`config.mk`:
```
export PLATFORM = sky130hd
export DESIGN_NAME = i2c_master_byte_engine
export DESIGN_NICKNAME = d
export VERILOG_FILES = /design/src/i2cm_pkg.sv /design/src/i2cm_front.sv /design/src/i2cm_queue.sv /design/src/i2cm_back.sv /design/src/i2c_master_byte_engine.sv
export VERILOG_INCLUDE_DIRS = /design/src /design/src/src
export SDC_FILE = /design/constraint.sdc
export NUM_CORES = 1
export LEC_CHECK = 0
export BUFFER_PORTS_ARGS = -buffer_cell sky130_fd_sc_hd__buf_4
export CAP_MARGIN = 20
export CORE_MARGIN = 1
export CORE_UTILIZATION = 50
export DETAILED_ROUTE_END_ITERATION = 8
export GPL_ROUTABILITY_DRIVEN = 0
export GPL_TIMING_DRIVEN = 1
export HOLD_SLACK_MARGIN = 0.06
export PLACE_DENSITY = 0.68
export SLEW_MARGIN = 15
export SYNTH_ARGS = -nofsm -noshare
export SYNTH_HDL_FRONTEND = slang
export SYNTH_SLANG_ARGS = --single-unit
```
`constraint.sdc`:
```
create_clock -name clk -period 3 [get_ports clk]
set_input_delay 0.6 -clock clk [delete_from_list [all_inputs] [get_ports clk]]
set_output_delay 0.6 -clock clk [all_outputs]
set_load 0.03 [all_outputs]
```
`src/i2c_master_byte_engine_assert.svh`:
```
// ---------------------------------------------------------------------------
// I2C master byte engine assertion macros
// Concurrent check wrappers, clocked on clk and held off during reset.
// ---------------------------------------------------------------------------
`ifndef I2C_MASTER_BYTE_ENGINE_ASSERT_SVH
`define I2C_MASTER_BYTE_ENGINE_ASSERT_SVH
`ifndef SYNTHESIS
`define I2CM_ASSERT_IMPLY(lbl, ante, cons, msg) \
  lbl: assert property (@(posedge clk) disable iff (!rst_n) (ante) |-> (cons)) \
    else $error(msg);
`define I2CM_ASSERT_NEXT(lbl, ante, cons, msg) \
  lbl: assert property (@(posedge clk) disable iff (!rst_n) (ante) |=> (cons)) \
    else $error(msg);
`else
`define I2CM_ASSERT_IMPLY(lbl, ante, cons, msg)
`define I2CM_ASSERT_NEXT(lbl, ante, cons, msg)
`endif
`endif

```
`src/i2cm_pkg.sv`:
```
// ---------------------------------------------------------------------------
// I2C master byte engine package
// Operation codes, sequencer states, step constants and shared types.
// ---------------------------------------------------------------------------
package i2cm_pkg;

  localparam int BITS_PER_BYTE = 8;
  localparam int STEP_W        = 5;
  localparam int QUEUE_DEPTH   = 2;
  localparam int QPTR_W        = $clog2(QUEUE_DEPTH);
  localparam int QCNT_W        = $clog2(QUEUE_DEPTH + 1);

  localparam logic [STEP_W-1:0] START_SDA_HI  = STEP_W'(0);
  localparam logic [STEP_W-1:0] START_SCL_HI  = STEP_W'(1);
  localparam logic [STEP_W-1:0] START_SDA_LO  = STEP_W'(2);
  localparam logic [STEP_W-1:0] STOP_SDA_LO   = STEP_W'(0);
  localparam logic [STEP_W-1:0] STOP_SCL_HI   = STEP_W'(1);
  localparam logic [STEP_W-1:0] WR_ACK_STEP   = STEP_W'(3 * BITS_PER_BYTE);
  localparam logic [STEP_W-1:0] RD_DATA_STEPS = STEP_W'(2 * BITS_PER_BYTE);
  localparam logic [STEP_W-1:0] RD_LAST_BIT   = STEP_W'(2 * BITS_PER_BYTE - 2);
  localparam logic [STEP_W-1:0] RD_ACK_STEP   = STEP_W'(2 * BITS_PER_BYTE);
  localparam logic [STEP_W-1:0] RD_SCL_STEP   = STEP_W'(2 * BITS_PER_BYTE + 1);

  typedef enum logic [2:0] {
    OP_NONE  = 3'd0,
    OP_START = 3'd1,
    OP_STOP  = 3'd2,
    OP_WRITE = 3'd3,
    OP_READ  = 3'd4
  } op_t;

  typedef enum logic [4:0] {
    ST_IDLE  = 5'b00001,
    ST_START = 5'b00010,
    ST_STOP  = 5'b00100,
    ST_WRITE = 5'b01000,
    ST_READ  = 5'b10000
  } state_t;

  typedef enum logic [1:0] {
    PH_SET  = 2'd0,
    PH_HIGH = 2'd1,
    PH_LOW  = 2'd2
  } phase_t;

  typedef struct packed {
    op_t                      op;
    logic [BITS_PER_BYTE-1:0] tx_byte;
    logic                     send_ack;
    logic                     sda_in;
  } tick_t;

endpackage

```
`src/i2cm_front.sv`:
```
// ---------------------------------------------------------------------------
// I2C master front end
// Takes tick requests, folds unknown operation codes into none and
// pushes the classified tick into the queue.
// ---------------------------------------------------------------------------
module i2cm_front (
  input  logic                              in_valid,
  output logic                              in_stall,
  input  logic [2:0]                        in_operation,
  input  logic [i2cm_pkg::BITS_PER_BYTE-1:0] in_tx_byte,
  input  logic                              in_send_ack,
  input  logic                              in_sda_in,
  input  logic                              q_full,
  output logic                              q_push,
  output i2cm_pkg::tick_t                   q_wdata
);

  i2cm_pkg::op_t op_cls;

  always_comb begin
    if (in_operation inside {i2cm_pkg::OP_START, i2cm_pkg::OP_STOP,
                             i2cm_pkg::OP_WRITE, i2cm_pkg::OP_READ}) begin
      op_cls = i2cm_pkg::op_t'(in_operation);
    end else begin
      op_cls = i2cm_pkg::OP_NONE;
    end
  end

  assign in_stall         = q_full;
  assign q_push           = in_valid && !q_full;
  assign q_wdata.op       = op_cls;
  assign q_wdata.tx_byte  = in_tx_byte;
  assign q_wdata.send_ack = in_send_ack;
  assign q_wdata.sda_in   = in_sda_in;

endmodule

```
`src/i2cm_queue.sv`:
```
// ---------------------------------------------------------------------------
// I2C master tick queue
// Short register queue between front end and sequencer.
// ---------------------------------------------------------------------------
module i2cm_queue (
  input  logic            clk,
  input  logic            rst_n,
  input  logic            push,
  input  i2cm_pkg::tick_t wdata,
  input  logic            pop,
  output logic            q_valid,
  output logic            full,
  output i2cm_pkg::tick_t rdata
);

  i2cm_pkg::tick_t                  entry_r [i2cm_pkg::QUEUE_DEPTH];
  logic [i2cm_pkg::QPTR_W-1:0]      wr_ptr_r, wr_ptr_nxt;
  logic [i2cm_pkg::QPTR_W-1:0]      rd_ptr_r, rd_ptr_nxt;
  logic [i2cm_pkg::QCNT_W-1:0]      count_r, count_nxt;

  assign q_valid = (count_r != '0);
  assign full    = (count_r == i2cm_pkg::QCNT_W'(i2cm_pkg::QUEUE_DEPTH));
  assign rdata   = entry_r[rd_ptr_r];

  always_comb begin
    wr_ptr_nxt = push ? wr_ptr_r + 1'b1 : wr_ptr_r;
    rd_ptr_nxt = pop ? rd_ptr_r + 1'b1 : rd_ptr_r;
    count_nxt  = count_r;
    if (push && !pop) begin
      count_nxt = count_r + 1'b1;
    end else if (pop && !push) begin
      count_nxt = count_r - 1'b1;
    end
  end

  always_ff @(posedge clk) begin
    if (!rst_n) begin
      wr_ptr_r <= '0;
      rd_ptr_r <= '0;
      count_r  <= '0;
    end else begin
      wr_ptr_r <= wr_ptr_nxt;
      rd_ptr_r <= rd_ptr_nxt;
      count_r  <= count_nxt;
    end
  end

  always_ff @(posedge clk) begin
    if (push) begin
      entry_r[wr_ptr_r] <= wdata;
    end
  end

endmodule

```
`src/i2cm_back.sv`:
```
// ---------------------------------------------------------------------------
// I2C master sequencer
// Steps the active operation by one quarter-bit tick per popped request
// and registers the bus state for the result channel.
// ---------------------------------------------------------------------------
module i2cm_back (
  input  logic                               clk,
  input  logic                               rst_n,
  input  logic                               q_valid,
  input  i2cm_pkg::tick_t                    q_rdata,
  output logic                               pop,
  output logic                               out_valid,
  input  logic                               out_stall,
  output logic                               out_scl_level,
  output logic                               out_sda_level,
  output logic                               out_sda_driven,
  output logic                               out_busy_res,
  output logic                               out_done_res,
  output logic                               out_ack_seen,
  output logic [i2cm_pkg::BITS_PER_BYTE-1:0] out_read_byte
);

  localparam int BW = i2cm_pkg::BITS_PER_BYTE;

  i2cm_pkg::state_t           st_r, st_nxt, cur_st;
  logic [i2cm_pkg::STEP_W-1:0] step_r, step_nxt;
  i2cm_pkg::phase_t           ph_r, ph_nxt, ph;
  logic [BW-1:0]              shift_r, shift_nxt, shift;
  logic                       scl_r, scl_nxt, scl_v;
  logic                       sda_r, sda_nxt, sda_v;
  logic                       sda_en_r, sda_en_nxt, sda_en_v;
  logic                       ack_r, ack_nxt;
  logic                       ack_tx_r, ack_tx_nxt;
  logic [BW-1:0]              rx_r, rx_nxt;
  logic                       busy, done;
  logic                       out_valid_r, out_valid_nxt;
  logic                       o_scl_r, o_sda_r, o_sda_en_r, o_busy_r, o_done_r, o_ack_r;
  logic [BW-1:0]              o_rx_r;

  assign pop = q_valid && (!out_valid_r || !out_stall);

  always_comb begin
    cur_st     = st_r;
    ph         = ph_r;
    shift      = shift_r;
    scl_v      = scl_r;
    sda_v      = sda_r;
    sda_en_v   = sda_en_r;
    ack_nxt    = ack_r;
    ack_tx_nxt = ack_tx_r;
    rx_nxt     = rx_r;
    busy       = 1'b0;
    done       = 1'b0;
    step_nxt   = step_r;

    if (st_r == i2cm_pkg::ST_IDLE && q_rdata.op != i2cm_pkg::OP_NONE) begin
      step_nxt = '0;
      ph       = i2cm_pkg::PH_SET;
      case (q_rdata.op)
        i2cm_pkg::OP_START: cur_st = i2cm_pkg::ST_START;
        i2cm_pkg::OP_STOP:  cur_st = i2cm_pkg::ST_STOP;
        i2cm_pkg::OP_WRITE: begin
          cur_st = i2cm_pkg::ST_WRITE;
          shift  = q_rdata.tx_byte;
        end
        i2cm_pkg::OP_READ: begin
          cur_st     = i2cm_pkg::ST_READ;
          shift      = '0;
          ack_tx_nxt = q_rdata.send_ack;
        end
        default: cur_st = i2cm_pkg::ST_IDLE;
      endcase
    end

    case (cur_st)
      i2cm_pkg::ST_START: begin
        busy = 1'b1;
        if (step_nxt == i2cm_pkg::START_SDA_HI) begin
          sda_v = 1'b1;
        end else if (step_nxt == i2cm_pkg::START_SCL_HI) begin
          scl_v = 1'b1;
        end else if (step_nxt == i2cm_pkg::START_SDA_LO) begin
          sda_v = 1'b0;
        end else begin
          scl_v = 1'b0;
          done  = 1'b1;
        end
      end
      i2cm_pkg::ST_STOP: begin
        busy = 1'b1;
        if (step_nxt == i2cm_pkg::STOP_SDA_LO) begin
          sda_v = 1'b0;
        end else if (step_nxt == i2cm_pkg::STOP_SCL_HI) begin
          scl_v = 1'b1;
        end else begin
          sda_v = 1'b1;
          done  = 1'b1;
        end
      end
      i2cm_pkg::ST_WRITE: begin
        busy = 1'b1;
        if (step_nxt < i2cm_pkg::WR_ACK_STEP) begin
          case (ph)
            i2cm_pkg::PH_SET: begin
              sda_v = shift[BW-1];
              shift = {shift[BW-2:0], 1'b0};
              ph    = i2cm_pkg::PH_HIGH;
            end
            i2cm_pkg::PH_HIGH: begin
              scl_v = 1'b1;
              ph    = i2cm_pkg::PH_LOW;
            end
            default: begin
              scl_v = 1'b0;
              ph    = i2cm_pkg::PH_SET;
            end
          endcase
        end else if (step_nxt == i2cm_pkg::WR_ACK_STEP) begin
          sda_en_v = 1'b0;
          scl_v    = 1'b1;
          ack_nxt  = !q_rdata.sda_in;
        end else begin
          scl_v = 1'b0;
          done  = 1'b1;
        end
      end
      i2cm_pkg::ST_READ: begin
        busy = 1'b1;
        if (step_nxt < i2cm_pkg::RD_DATA_STEPS) begin
          if (!step_nxt[0]) begin
            sda_en_v = 1'b0;
            scl_v    = 1'b1;
            shift    = {shift[BW-2:0], q_rdata.sda_in};
            if (step_nxt == i2cm_pkg::RD_LAST_BIT) begin
              rx_nxt = shift;
            end
          end else begin
            scl_v = 1'b0;
          end
        end else if (step_nxt == i2cm_pkg::RD_ACK_STEP) begin
          sda_en_v = 1'b1;
          sda_v    = !ack_tx_nxt;
        end else if (step_nxt == i2cm_pkg::RD_SCL_STEP) begin
          scl_v = 1'b1;
        end else begin
          scl_v = 1'b0;
          done  = 1'b1;
        end
      end
      default: busy = 1'b0;
    endcase

    st_nxt     = cur_st;
    ph_nxt     = ph;
    shift_nxt  = shift;
    scl_nxt    = scl_v;
    sda_nxt    = sda_v;
    sda_en_nxt = sda_en_v;
    if (busy) begin
      if (done) begin
        if (cur_st == i2cm_pkg::ST_WRITE) begin
          sda_en_nxt = 1'b1;
        end
        if (cur_st == i2cm_pkg::ST_READ) begin
          sda_nxt = 1'b1;
        end
        st_nxt   = i2cm_pkg::ST_IDLE;
        step_nxt = '0;
      end else begin
        step_nxt = step_nxt + 1'b1;
      end
    end

    out_valid_nxt = pop ? 1'b1 : (out_valid_r && out_stall);
  end

  always_ff @(posedge clk) begin
    if (!rst_n) begin
      st_r        <= i2cm_pkg::ST_IDLE;
      step_r      <= '0;
      ph_r        <= i2cm_pkg::PH_SET;
      shift_r     <= '0;
      scl_r       <= 1'b1;
      sda_r       <= 1'b1;
      sda_en_r    <= 1'b1;
      ack_r       <= 1'b0;
      ack_tx_r    <= 1'b0;
      rx_r        <= '0;
      out_valid_r <= 1'b0;
    end else begin
      out_valid_r <= out_valid_nxt;
      if (pop) begin
        st_r     <= st_nxt;
        step_r   <= step_nxt;
        ph_r     <= ph_nxt;
        shift_r  <= shift_nxt;
        scl_r    <= scl_nxt;
        sda_r    <= sda_nxt;
        sda_en_r <= sda_en_nxt;
        ack_r    <= ack_nxt;
        ack_tx_r <= ack_tx_nxt;
        rx_r     <= rx_nxt;
      end
    end
  end

  always_ff @(posedge clk) begin
    if (pop) begin
      o_scl_r    <= scl_v;
      o_sda_r    <= sda_v;
      o_sda_en_r <= sda_en_v;
      o_busy_r   <= busy;
      o_done_r   <= done;
      o_ack_r    <= ack_nxt;
      o_rx_r     <= rx_nxt;
    end
  end

  assign out_valid      = out_valid_r;
  assign out_scl_level  = o_scl_r;
  assign out_sda_level  = o_sda_r;
  assign out_sda_driven = o_sda_en_r;
  assign out_busy_res   = o_busy_r;
  assign out_done_res   = o_done_r;
  assign out_ack_seen   = o_ack_r;
  assign out_read_byte  = o_rx_r;

endmodule

```
`src/i2c_master_byte_engine.sv`:
```
// ---------------------------------------------------------------------------
// I2C master byte engine
// Bit-banged I2C master sequencer, one quarter-bit tick per request.
//
//   channel | direction | handshake          | payload
//   --------+-----------+--------------------+----------------------------------
//   in_     | input     | in_valid/in_stall  | operation, tx_byte, send_ack, sda_in
//   out_    | output    | out_valid/out_stall| bus levels, busy, done, ack, byte
//
// One tick request per cycle sustained while in_stall stays low; each result
// passes through the two-entry tick queue and then the result register.
// Reset is synchronous on rst_n: bus lines idle high, SDA driven, no operation.
// out_stall holds the result register and backs up into the queue; in_stall
// rises only when the queue is full.
// ---------------------------------------------------------------------------
`include "i2c_master_byte_engine_assert.svh"

module i2c_master_byte_engine (
  input  logic                               clk,
  input  logic                               rst_n,
  input  logic                               in_valid,
  output logic                               in_stall,
  input  logic [2:0]                         in_operation,
  input  logic [i2cm_pkg::BITS_PER_BYTE-1:0] in_tx_byte,
  input  logic                               in_send_ack,
  input  logic                               in_sda_in,
  output logic                               out_valid,
  input  logic                               out_stall,
  output logic                               out_scl_level,
  output logic                               out_sda_level,
  output logic                               out_sda_driven,
  output logic                               out_busy_res,
  output logic                               out_done_res,
  output logic                               out_ack_seen,
  output logic [i2cm_pkg::BITS_PER_BYTE-1:0] out_read_byte
);

  logic            q_full;
  logic            q_push;
  logic            q_pop;
  logic            q_valid;
  i2cm_pkg::tick_t q_wdata;
  i2cm_pkg::tick_t q_rdata;

  i2cm_front u_front (
    .in_valid     (in_valid),
    .in_stall     (in_stall),
    .in_operation (in_operation),
    .in_tx_byte   (in_tx_byte),
    .in_send_ack  (in_send_ack),
    .in_sda_in    (in_sda_in),
    .q_full       (q_full),
    .q_push       (q_push),
    .q_wdata      (q_wdata)
  );

  i2cm_queue u_queue (
    .clk     (clk),
    .rst_n   (rst_n),
    .push    (q_push),
    .wdata   (q_wdata),
    .pop     (q_pop),
    .q_valid (q_valid),
    .full    (q_full),
    .rdata   (q_rdata)
  );

  i2cm_back u_back (
    .clk            (clk),
    .rst_n          (rst_n),
    .q_valid        (q_valid),
    .q_rdata        (q_rdata),
    .pop            (q_pop),
    .out_valid      (out_valid),
    .out_stall      (out_stall),
    .out_scl_level  (out_scl_level),
    .out_sda_level  (out_sda_level),
    .out_sda_driven (out_sda_driven),
    .out_busy_res   (out_busy_res),
    .out_done_res   (out_done_res),
    .out_ack_seen   (out_ack_seen),
    .out_read_byte  (out_read_byte)
  );

  `I2CM_ASSERT_IMPLY(a_done_busy, out_valid && out_done_res, out_busy_res, "done without busy")
  `I2CM_ASSERT_NEXT(a_pop_shows, q_pop, out_valid, "popped tick not shown on result")
  `I2CM_ASSERT_NEXT(a_accept_queued, in_valid && !in_stall, q_valid, "accepted tick not queued")

endmodule
```
==> flow_metrics.tcl <==
set metrics [dict create \
    drt_first_pass_iters 4 \
    final_hold_viol_count 0 \
    grt_use_met3_pct 3.65 \
    grt_setup_unrepaired "false" \
    finClkSkew_ns 0.0102 \
    grt_remaining_overflow 0 \
    syn2layout_area_growth_pct 16.4 \
    p_seq_share_pct 34.8 \
    yosys_warnings 0 \
    pre_cts_ws_ns 0.148 \
    synth_top_flop_cell "edfxtp_1" \
    critPathRequiredTime_ns 3.24 \
    crit_fanout 11 \
    slew_headroom_pct 56.9 \
    critPathLaunchType "register" \
    vias_per_cell 5.92 \
    period_share_pct 94.9 \
    power.switching_fraction_pct 40.1 \
    fin_total_pwr_mw 4.42 \
    final_cells 536 \
    synth_edf_count 40 \
    rows 32 \
    maxClockFrequency_mhz 351 \
    die_area_um2 8460 \
    clkLatencyLatePin_ns 0.35 \
    dp_hpwl_um 6040 \
    cts_num_sinks 79 \
    final_util_pct 60.6 \
    io_pins 33 \
    cap_violations 0 \
    hp-class "in2reg" \
    leakage_nw 1.72 \
    die_y_um 92.0 \
    initial_core_util_pct 52.1 \
    antenna_found_initial 0 \
    power.internal_mw 2.65 \
    ir_drop_mv 0.366 \
    drive_gt1_share_pct 24.7 \
    drt_iter0_markers 250 \
    grt_usage_pct 21.7 \
    crit_type "reg2reg" \
    power.switching_mw 1.77 \
    wl_per_cell_um 16.2 \
    synth.net_count 406 \
    grt_pass1_vias 2917 \
    syn_area_per_cell_um2 10.4 \
    hp-start "in_send_ack" \
    cts_buffers 9 \
    synthTopCellsByArea "edfxtp_1 30%, dfxtp_1 19%, nand2_1 4.5%, mux2i_1 3.7%, mux2_4 2.6%" \
    crit_path_end_kind "register" \
    totalWireLength_um 8690 \
    synth_cells 388 \
    cts_max_level 3 \
    core-area_um2 7770 \
    vias 3175 \
    ys_ff_latch 79 \
    worst_slack_ns 0.153 \
    setup_viol 0 \
    io_buffer_count 32 \
    yosysSeqAreaShare_pct 49.0 \
    antenna_cells 0 \
    use_met2_pct 33.9 \
    cts.clk_slew.worst_paths_ns 0.08 \
    power_frac_clock_pct 20.3 \
    nets 447 \
    critical_path_arrival_ns 3.09 \
    drc 0 \
    grt-busiest-layer "met2" \
    dp.cells 520 \
    powerDensity_nw_per_um2 939 \
    grt_pass1_wl_um 14200 \
    synthArstFlopShare_pct 0 \
    clock-root-buffer "clkbuf_8" \
    postCtsSetupRepairBufs 0 \
    clockBufferDepth 2 \
    yosys.area.top_type_share_pct 29.7 \
    grt_start_max_net_pins 42 \
    netlist_area_um2 4050 \
    slew_violations 0 \
    fin_crit_ns 2.85 \
    rrSetupSlack_ns 0.15 \
    p_comb_share_pct 44.9 \
    yosys.area.top_type "edfxtp_1" \
    ys_types 74 \
    fin_setup_tns_ns 0 \
    met1_usage_pct 29.3 \
    die_w_um 92.0 \
    tightest_slew_ns 0.643 \
    outcome "completed" \
    antenna_left 0 \
    tritoncts "done" \
]
what timing repair did:
item                                    in CTS  in global routing
endpoints found under the setup margin       0                  8
hold buffers                                 0                  0
gates resized for setup                      0                  2
stage by stage:
step / hold slack, ns / instance area [µm²]
after floorplan: 0.434 / 4050
after global placement: 0.442 / 4470
after detailed placement: 0.458 / 4470
after CTS: 0.412 / 4710
after global routing: 0.413 / 4710
final: 0.430 / 4710
cell usage in the layout (no fill, tap or decap), types with 5 or more instances in the layout:
cell type	Yosys	final
nand2b_1	6	6
nor2_1	20	20
o21ai_0	13	13
mux2_2	6	6
o22ai_1	5	5
and2_1	11	11
a21boi_2	8	8
a21oi_1	10	10
o221a_2	5	5
and3_1	5	5
o211ai_1	8	8
edfxtp_1	40	40
inv_1	7	7
nor3_1	12	12
mux2_4	7	7
o2bb2ai_1	7	7
buf_4	1	52
nand3_1	13	13
mux2i_1	15	15
nand2_1	48	48
dfxtp_1	39	39
clkbuf_8	0	9
synthesized netlist by cell type, types with 6 or more instances:
cell / instances
o2bb2ai_1: 7
nand2b_1: 6
mux2_2: 6
and2_1: 11
mux2i_1: 15
nand2_1: 48
nand3_1: 13
edfxtp_1: 40
inv_1: 7
mux2_4: 7
a21oi_1: 10
dfxtp_1: 39
o211ai_1: 8
clkbuf_1: 17
a21boi_2: 8
nor3_1: 12
o21ai_0: 13
nor2_1: 20
area by class of cell:
cell class / instances / area (µm²)
Fill cell: 669 / 3060
Sequential cell: 79 / 1980
Multi-Input combinational cell: 279 / 1950
Timing Repair Buffer: 52 / 390
Clock buffer: 12 / 178
Tap cell: 102 / 128
Clock inverter: 4 / 56.3
Inverter: 8 / 30.0
per-layer routing:
layer | up-vias | wire length [µm]
li1 | 1554 | -
met1 | 1495 | 4150
met2 | 110 | 3950
met3 | 16 | 398
met4 | 0 | 187
met5 | - | 0
state kept, by name, indices dropped and copies added (netlist names), 2 cells and up, named ones only:
signal                count
u_queue.count_r           2
u_back.step_r             5
u_back.shift_r            8
u_back.out_read_byte      8
u_back.rx_r               8
u_queue.entry_r          26
u_back.st_r               5
u_back.ph_r               2
critical path: stages, from the launching register on:
cell      delay [ns]
dfxtp_1         0.41
or3b_2          0.53
a211oi_4        0.27
buf_4           0.16
a21oi_1         0.07
or4_1           0.48
o22a_2          0.32
and2_1          0.23
o221a_2         0.28
cells by family (layout without fill, tap and decap cells):
family	count (synthesis)	after routing	synth area share (%)
muxes	28	28	7.98
adders and majority gates	1	1	0.309
xor gates and xnor gates	6	6	1.30
buffers and inverters	30	76	3.15
and+or+nand+nor	150	150	20.0
DFF	79	79	49.0
AOI/OAI and AO/OA	94	94	18.3
final timing paths:
| path | end | cells after the start |
|---|---|---|
| max reg2reg | u_back.st_r[3] | 8 |
| min reg2reg | u_back.shift_r[5] | 2 |
| min | u_queue.entry_r[1][1] | 1 |
| max | u_back.st_r[3] | 8 |
power by group through the flow:
stage	clock [mW]	sequential, mW	combinational (mW)
after floorplan	0	1.66	1.21
after global placement	0	1.55	1.93
after detailed placement	0	1.56	1.96
after CTS	0.915	1.54	1.96
after global routing	0.955	1.57	2.15
final	0.897	1.54	1.99
Power figures use the tool's default switching activity.
